**src/trajectory_smoothing_correction_top_macros.svh**
```systemverilog
// ----------------------------------------------------------------------------
// Trajectory smoothing correction: assertion macros
// Implication checks on the rising clock edge, disabled during reset.
// ----------------------------------------------------------------------------
`ifndef TRAJECTORY_SMOOTHING_CORRECTION_TOP_MACROS_SVH
`define TRAJECTORY_SMOOTHING_CORRECTION_TOP_MACROS_SVH

`ifndef SYNTH
`define TSC_ASSERT_IMP(lbl, clk, rst_n, pre, post) \
    lbl: assert property (@(posedge clk) disable iff (!(rst_n)) (pre) |-> (post)) \
        else $error("tsc assertion failed: same cycle");
`define TSC_ASSERT_NXT(lbl, clk, rst_n, pre, post) \
    lbl: assert property (@(posedge clk) disable iff (!(rst_n)) (pre) |=> (post)) \
        else $error("tsc assertion failed: next cycle");
`else
`define TSC_ASSERT_IMP(lbl, clk, rst_n, pre, post)
`define TSC_ASSERT_NXT(lbl, clk, rst_n, pre, post)
`endif

`endif

```
**src/tsc_pkg.sv**
```systemverilog
// ----------------------------------------------------------------------------
// Trajectory smoothing correction: package
// Word types, field widths and shared constants.
// ----------------------------------------------------------------------------
package tsc_pkg;

    localparam int NCH         = 3;
    localparam int SHIFT_W     = 20;
    localparam int TURN_W      = 16;
    localparam int FIX_W       = 24;
    localparam int FIX_TURN_W  = 20;
    localparam int PATH_W      = 32;
    localparam int PATH_TURN_W = 28;
    localparam int SUM_W       = 38;
    localparam int WIDE_W      = SUM_W + 1;
    localparam int CNT_W       = 6;
    localparam int RAD_W       = 5;
    localparam int RAD_CAP     = 31;
    localparam int APB_AW      = 3;
    localparam int APB_DW      = 32;

    localparam logic [RAD_W-1:0]    RAD_RESET  = 5'd20;
    localparam logic [APB_AW-3:0]   REG_RADIUS = '0;

    localparam int PATH_BITS [NCH] = '{PATH_W, PATH_W, PATH_TURN_W};
    localparam int OUT_BITS  [NCH] = '{FIX_W, FIX_W, FIX_TURN_W};

    typedef struct packed {
        logic signed [SHIFT_W-1:0] shift_x;
        logic signed [SHIFT_W-1:0] shift_y;
        logic signed [TURN_W-1:0]  turn;
        logic                      final_frame;
    } t_motion;

    typedef struct packed {
        logic signed [FIX_W-1:0]      fixed_x;
        logic signed [FIX_W-1:0]      fixed_y;
        logic signed [FIX_TURN_W-1:0] fixed_turn;
        logic                         end_of_run;
    } t_fix;

    typedef struct packed {
        logic signed [PATH_W-1:0]      x;
        logic signed [PATH_W-1:0]      y;
        logic signed [PATH_TURN_W-1:0] turn;
    } t_path;

    typedef struct packed {
        logic [NCH-1:0][SUM_W-1:0] num;
        logic [CNT_W-1:0]          den;
    } t_div_req;

    typedef struct packed {
        logic [NCH-1:0][SUM_W-1:0] quo;
    } t_div_res;

endpackage

```
**src/tsc_div.sv**
```systemverilog
// ----------------------------------------------------------------------------
// Trajectory smoothing correction: window divider
// Three restoring divider lanes sharing one step counter, one quotient bit
// per cycle, unsigned dividend over a small window count.
// ----------------------------------------------------------------------------
module tsc_div (
    input  logic               i_clk,
    input  logic               i_rst_n,
    input  logic               i_start,
    input  tsc_pkg::t_div_req  i_req,
    output logic               o_done,
    output tsc_pkg::t_div_res  o_res
);

    localparam int SW     = tsc_pkg::SUM_W;
    localparam int CW     = tsc_pkg::CNT_W;
    localparam int NC     = tsc_pkg::NCH;
    localparam int STEP_W = $clog2(SW + 1);

    logic              r_busy;
    logic              r_done;
    logic [STEP_W-1:0] r_step;
    logic [CW-1:0]     r_den;
    logic [SW-1:0]     r_num [NC];
    logic [CW-1:0]     r_rem [NC];

    logic [CW:0]       trial [NC];
    logic              fit   [NC];
    logic [CW-1:0]     n_rem [NC];

    always_comb begin
        for (int ch = 0; ch < NC; ch++) begin
            trial[ch] = {r_rem[ch], r_num[ch][SW-1]};
            fit[ch]   = trial[ch] >= {1'b0, r_den};
            n_rem[ch] = fit[ch] ? CW'(trial[ch] - {1'b0, r_den}) : CW'(trial[ch]);
        end
    end

    always_ff @(posedge i_clk) begin
        if (!i_rst_n) begin
            r_busy <= 1'b0;
            r_done <= 1'b0;
            r_step <= '0;
        end else begin
            r_done <= 1'b0;
            if (i_start) begin
                r_busy <= 1'b1;
                r_step <= STEP_W'(SW);
                r_den  <= i_req.den;
                for (int ch = 0; ch < NC; ch++) begin
                    r_num[ch] <= i_req.num[ch];
                    r_rem[ch] <= '0;
                end
            end else if (r_busy) begin
                for (int ch = 0; ch < NC; ch++) begin
                    r_num[ch] <= {r_num[ch][SW-2:0], fit[ch]};
                    r_rem[ch] <= n_rem[ch];
                end
                r_step <= r_step - 1'b1;
                if (r_step == STEP_W'(1)) begin
                    r_busy <= 1'b0;
                    r_done <= 1'b1;
                end
            end
        end
    end

    assign o_done = r_done;

    always_comb begin
        for (int ch = 0; ch < NC; ch++) begin
            o_res.quo[ch] = r_num[ch];
        end
    end

endmodule

```
**config.mk**
```make
export PLATFORM = sky130hd
export DESIGN_NAME = tsc_div
export DESIGN_NICKNAME = d
export VERILOG_FILES = /design/src/trajectory_smoothing_correction_top_macros.svh /design/src/tsc_pkg.sv /design/src/tsc_div.sv
export SDC_FILE = /design/constraint.sdc
export NUM_CORES = 1
export LEC_CHECK = 0
export BUFFER_PORTS_ARGS = -buffer_cell sky130_fd_sc_hd__buf_2
export CORE_MARGIN = 2
export CORE_UTILIZATION = 30
export CTS_CLUSTER_DIAMETER = 100
export CTS_CLUSTER_SIZE = 40
export DETAILED_ROUTE_END_ITERATION = 12
export PLACE_DENSITY = 0.63
export SLEW_MARGIN = 15
export SYNTH_ARGS = -nofsm -noshare
export SYNTH_HDL_FRONTEND = slang
export SYNTH_SLANG_ARGS = --single-unit
```
**constraint.sdc**
```tcl
create_clock -name i_clk -period 7.9 [get_ports i_clk]
set_clock_uncertainty 0.2 [all_clocks]
set_input_delay 0.395 -clock i_clk [delete_from_list [all_inputs] [get_ports i_clk]]
set_output_delay 0.395 -clock i_clk [all_outputs]
set_load 0.02 [all_outputs]
```
After elaboration in Yosys (flattened, before gate mapping)
Memory sizes are Yosys's and may differ from the RTL's.
Index checks and enable logic that the tools add are counted.
{"block": "op_classes", "n_eq_ne": 1, "reduce_logical": 4, "bitwise": 8, "mux": 22, "magnitude_cmp": 3, "n_addsub": 4}
{"operator": "38-bit 2-to-1 mux", "count": 3}
{"operator": "6-bit 2-to-1 mux", "count": 8}
{"operator": "7-bit by 6-bit >= comparator with 1-bit output", "count": 3}
{"operator": "6-bit subtractor", "count": 3}
{"operator": "1-bit 2-to-1 mux", "count": 11}
{"operator": "6-bit by 1-bit equality test with 1-bit output, second input constant", "count": 1}
{"operator": "1-bit bitwise OR", "count": 6}
{"operator": "6-bit by 1-bit subtractor with 6-bit output, second input constant", "count": 1}
{"operator": "3-bit OR reduction", "count": 1}
{"operator": "1-bit inverter", "count": 2}
{"operator": "2-bit AND reduction", "count": 1}
{"operator": "2-bit nonzero test", "count": 1}
{"operator": "2-bit OR reduction", "count": 1}
{"block": "word_totals", "regBits": 14, "word_cells": 49, "mem_bits_rw": 132, "mem_count": 2}
{"name": "r_num", "depth": 3, "word_bits": 38, "read_ports": 3, "rd_clocked_by_memory_dff": 0, "wr": 3, "line_no": "tsc_div.sv:24", "source": "logic [SW-1:0] r_num [NC];"}
{"name": "r_rem", "depth": 3, "word_bits": 6, "read_ports": 3, "rd_clocked_by_memory_dff": 0, "wr": 3, "line_no": "tsc_div.sv:25", "source": "logic [CW-1:0] r_rem [NC];"}

Logic depth before layout (Yosys ltp)
{"block": "logic_depth", "ltp_word": 5, "mapped_depth": 8, "mapped_depth_nobuf": 8}

Worst setup path before layout
No wires, ideal clock.
{"block": "synth_timing", "path_kind": "reg2reg", "start": "register r_busy", "end": "memory r_num[0][0] (netlist bit), enable pin", "t_arrival_ns": 3.432, "path_slack_ns": 3.765, "setup_time_ns": 0.503, "stages_incl_launch_ff": 2, "cell_sequence": "dfxtp_1 o21a_1"}
{"element": "from (decl)", "line_no": "tsc_div.sv:20", "source": "logic r_busy;"}
{"element": "from (signal assigned)", "line_no": "tsc_div.sv:41", "source": "r_busy <= 1'b0;"}
{"element": "from (signal assigned)", "line_no": "tsc_div.sv:47", "source": "r_busy <= 1'b1;"}
{"element": "from (signal assigned)", "line_no": "tsc_div.sv:61", "source": "r_busy <= 1'b0;"}
{"element": "to (decl)", "line_no": "tsc_div.sv:24"}

==> impl_metrics.yaml <==
placed_design:
  hpwl_mm: 12.12
  port_buffers: 237
  gpl.final_weighted_congestion: 0.7931
timing:
  final.setup.tns_ps: 0
  max_freq_ghz: 0.3666
  worst_slew_margin_relative_to_its_limit_pct: 36.21
  fin_crit_ps: 2728
  setup_viol: 0
  grt_setup_unrepaired: "no"
  timing.final.max_slew_violations: 0
  worst_pin_slew_ps: 956.8
  report.final.hold_viol_count: 0
  min_period_over_period_pct: 34.53
setup_path:
  crit_end: "r_num[0][76]"
  timing.reg2reg.worst_path_depth: 2
  required_time_of_the_critical_path_ps: 7740
  arrival_ps: 2570
  worstSetupStartpoint: "r_busy"
  crit_path_max_fanout: 68
  cp-start-kind: "register"
  critical_path.top_delay_family: "buffers and inverters"
  critical_path.slowest_cell: "sky130_fd_sc_hd__buf_4"
  setup.worst_path.end_class: "register"
  critical_path_buf_inv_count: 1
  reg2reg_to: "r_num[0][76]"
  critical_path_cell_count: 2
  regToRegSetupSlack_ps: 5170
  cp_class: "reg2reg"
  r2r-start: "r_busy"
  critPathMaxStageDelay_ps: 800
  crit_path_cell_trace: "o21a_4 > buf_4"
logic_synthesis:
  synth-seq-area-share_pct: 61.55
  yosys_warns: 0
  top_cell_type_s_share_of_synthesized_area_pct: 59.26
  synth_cell_type_count: 37
  mappedNetlistNets: 821
  synth.area.top_cells: "sky130_fd_sc_hd__edfxtp_1, sky130_fd_sc_hd__nand2_1, sky130_fd_sc_hd__ha_1, sky130_fd_sc_hd__dfxtp_1, sky130_fd_sc_hd__buf_2"
  netlist_area_sq_um: 6993
  average_size_of_a_mapped_cell_sq_um: 10.36
  ys_seq_elements: 146
  synth-edff-count: 138
  flip_flop_cell_with_the_highest_count_after_synthesis: "sky130_fd_sc_hd__edfxtp_1"
  ys_async_sr_fraction_pct: 0
  yosys.area.top_type: "sky130_fd_sc_hd__edfxtp_1"
  syn-instance-count: 675
layout:
  post_route_cells_drive_above_1_share_pct: 31.18
  multi_input_area_sq_um: 2495
  synthToLayoutAreaGrowth_pct: 30.15
  mostFrequentLayoutCells: "sky130_fd_sc_hd__nand2_1, sky130_fd_sc_hd__buf_2, sky130_fd_sc_hd__edfxtp_1"
  filler_cell_count_in_the_final_layout: 2278
  final_common_cell: "sky130_fd_sc_hd__nand2_1"
  final_core_utilization_pct: 39.96
  sequential_cell_area_sq_um: 4304
  net_count_of_the_finished_layout: 1060
  antenna_cells: 0
clocking:
  cts_setup_buffers: 0
  insertion_delay_ps: 420
  tritoncts_num_sinks: 146
  h_tree_lvl_count: 4
  cts.root.buffer_cell: "sky130_fd_sc_hd__clkbuf_16"
  cts.path.max_buffers: 2
  cts_tree: "done"
  clk_pin_slew_worst_paths_ps: 70
  cts_inserted_buffers: 17
power:
  p_sw_mw: 0.5431
  leakage_nw: 4.172
  p_int_mw: 1.487
  share_clk_of_total_power_pct: 39.7
  totalPowerFinal_mw: 2.030
  peakVddDrop_mv: 0.1132
  power.sequential.fraction_pct: 46.2
  power_density_over_the_cells_nw_per_um2: 223.0
  sw_share_pct: 26.75
  power.combinational.fraction_pct: 14.1
grt:
  first_global_vias: 5440
  grt-ovfl-total: 0
  grtUsageTotal_pct: 14.36
  grt_first_pass_wirelength_mm: 27.49
  grt_max_degree: 69
  initial_antenna_violation_count: 0
floorplanning:
  die_width_um: 156.7
  dieHeight_um: 156.7
  fp.dieArea_sq_um: 24550
  io_pins: 238
  placement_rows: 55
  initial_core_utilization_pct: 30.70
  core_area_sq_um: 22780
min_path:
  hold_class: "in2reg"
detailed_routing:
  via_count: 5464
  detail_route.iter0.violations: 181
  final_antenna_net_count: 0
  vias_per_cell: 4.406
  drt_first_pass_iters: 4
  detail_route.wl_per_cell_um: 14.04
  drt_wl_total_mm: 17.41
  drcViolationCount: 0
outcome:
  outcome: "completed"
flow_run:
  max-cap-violations: 0
## kinds of logic (layout without fill, tap and decap cells)
group,after synthesis,in the layout,share of synthesized area (%)
DFF,146,146,61.55
and+or+nand+nor,388,388,21.65
xor gates and xnor gates,11,11,1.378
adders and majority gates,23,23,4.437
muxes,6,6,0.8589
AOI/OAI and AO/OA,60,60,7.103
buffers and inverters,41,293,3.024
## registers in the layout, indices dropped and copies added, names as in the netlist
name,flops
r_num,114
r_rem,18
r_den,6
r_step,6
o_done,1
r_busy,1
## worst register-to-register path, stage by stage, from the launching register on
cell	delay, ps
sky130_fd_sc_hd__dfxtp_1	460
sky130_fd_sc_hd__o21a_4	790
sky130_fd_sc_hd__buf_4	800
## metrics by stage
| stage | instances | hold slack [ps] | setup WS, ps | cell area (sq um) |
|---|---|---|---|---|
| finish | 1240 | 40.51 | 5172 | 9101 |
| floorplan | 675 | 293.9 | 3765 | 6993 |
| global placement | 1202 | 310.3 | 5051 | 8459 |
| global route | 1240 | 27.36 | 4970 | 9101 |
| detailed placement | 1202 | 322.3 | 5021 | 8459 |
| CTS | 1240 | 18.92 | 5095 | 9101 |
## power by group through the flow
stage / logic, mW / clock network, mW / registers (mW)
after floorplan: 0.141 / 0 / 0.998
after global placement: 0.283 / 0 / 0.953
after detailed placement: 0.288 / 0 / 0.954
after CTS: 0.291 / 0.827 / 0.938
after global routing: 0.319 / 0.860 / 0.943
final: 0.286 / 0.807 / 0.937
## worst min-delay path by stage
stage,startpoint,end,cells past startpoint
after global routing,i_req[48],r_num[0][42],3
after detailed placement,r_num[0][42],r_num[0][43],2
final,i_req[48],r_num[0][42],3
after global placement,r_num[0][71],r_num[0][72],2
after floorplan,i_req[0],r_den[0],0
after CTS,i_req[7],r_num[0][1],3
## what timing repair did
| item | 4_1_cts | 5_1_grt |
|---|---|---|
| resized for setup | 0 | 0 |
| hold buffers | 6 | 0 |
| endpoints found under the hold margin | 6 | 0 |
## layout make-up
| class | count | area share, % |
|---|---|---|
| Timing Repair Buffer | 247 | 14.02 |
| Clock buffer | 18 | 4.715 |
| Multi-Input combinational cell | 488 | 27.41 |
| Tap cell | 313 | 4.303 |
| Inverter | 14 | 0.5774 |
| Sequential cell | 146 | 47.29 |
| Clock inverter | 14 | 1.677 |
## synth_stat cells (2+ instances only)
cell	number
sky130_fd_sc_hd__a21oi_1	7
sky130_fd_sc_hd__a211oi_4	2
sky130_fd_sc_hd__o31ai_2	3
sky130_fd_sc_hd__o21a_1	14
sky130_fd_sc_hd__o21ai_0	3
sky130_fd_sc_hd__o21ai_4	3
sky130_fd_sc_hd__nand2b_1	3
sky130_fd_sc_hd__a31oi_1	3
sky130_fd_sc_hd__xor2_1	3
sky130_fd_sc_hd__ha_1	20
sky130_fd_sc_hd__nor3_1	4
sky130_fd_sc_hd__dfxtp_1	8
sky130_fd_sc_hd__nor2b_1	3
sky130_fd_sc_hd__fa_1	3
sky130_fd_sc_hd__o2111ai_1	3
sky130_fd_sc_hd__a21o_1	9
sky130_fd_sc_hd__mux2i_1	6
sky130_fd_sc_hd__o31a_1	3
sky130_fd_sc_hd__o22ai_1	3
sky130_fd_sc_hd__xnor2_1	8
sky130_fd_sc_hd__nand3_1	3
sky130_fd_sc_hd__inv_1	13
sky130_fd_sc_hd__a211oi_1	6
sky130_fd_sc_hd__nor2_1	22
sky130_fd_sc_hd__edfxtp_1	138
sky130_fd_sc_hd__buf_2	22
sky130_fd_sc_hd__nand2_2	3
sky130_fd_sc_hd__nand2_1	345
sky130_fd_sc_hd__buf_6	4
## per-layer routing
layer | up-vias | wire length [um] | share of wire [%] | global-route usage (%)
met2 | 161 | 8511 | 49 | 24.23
li1 | 2751 | - | - | -
met3 | 32 | 948 | 5.4 | 4.237
met4 | 0 | 391 | 2.2 | 5.199
met5 | - | 0 | 0 | 0
met1 | 2520 | 7562 | 43 | 17.43
Power figures use the tool's default switching activity.
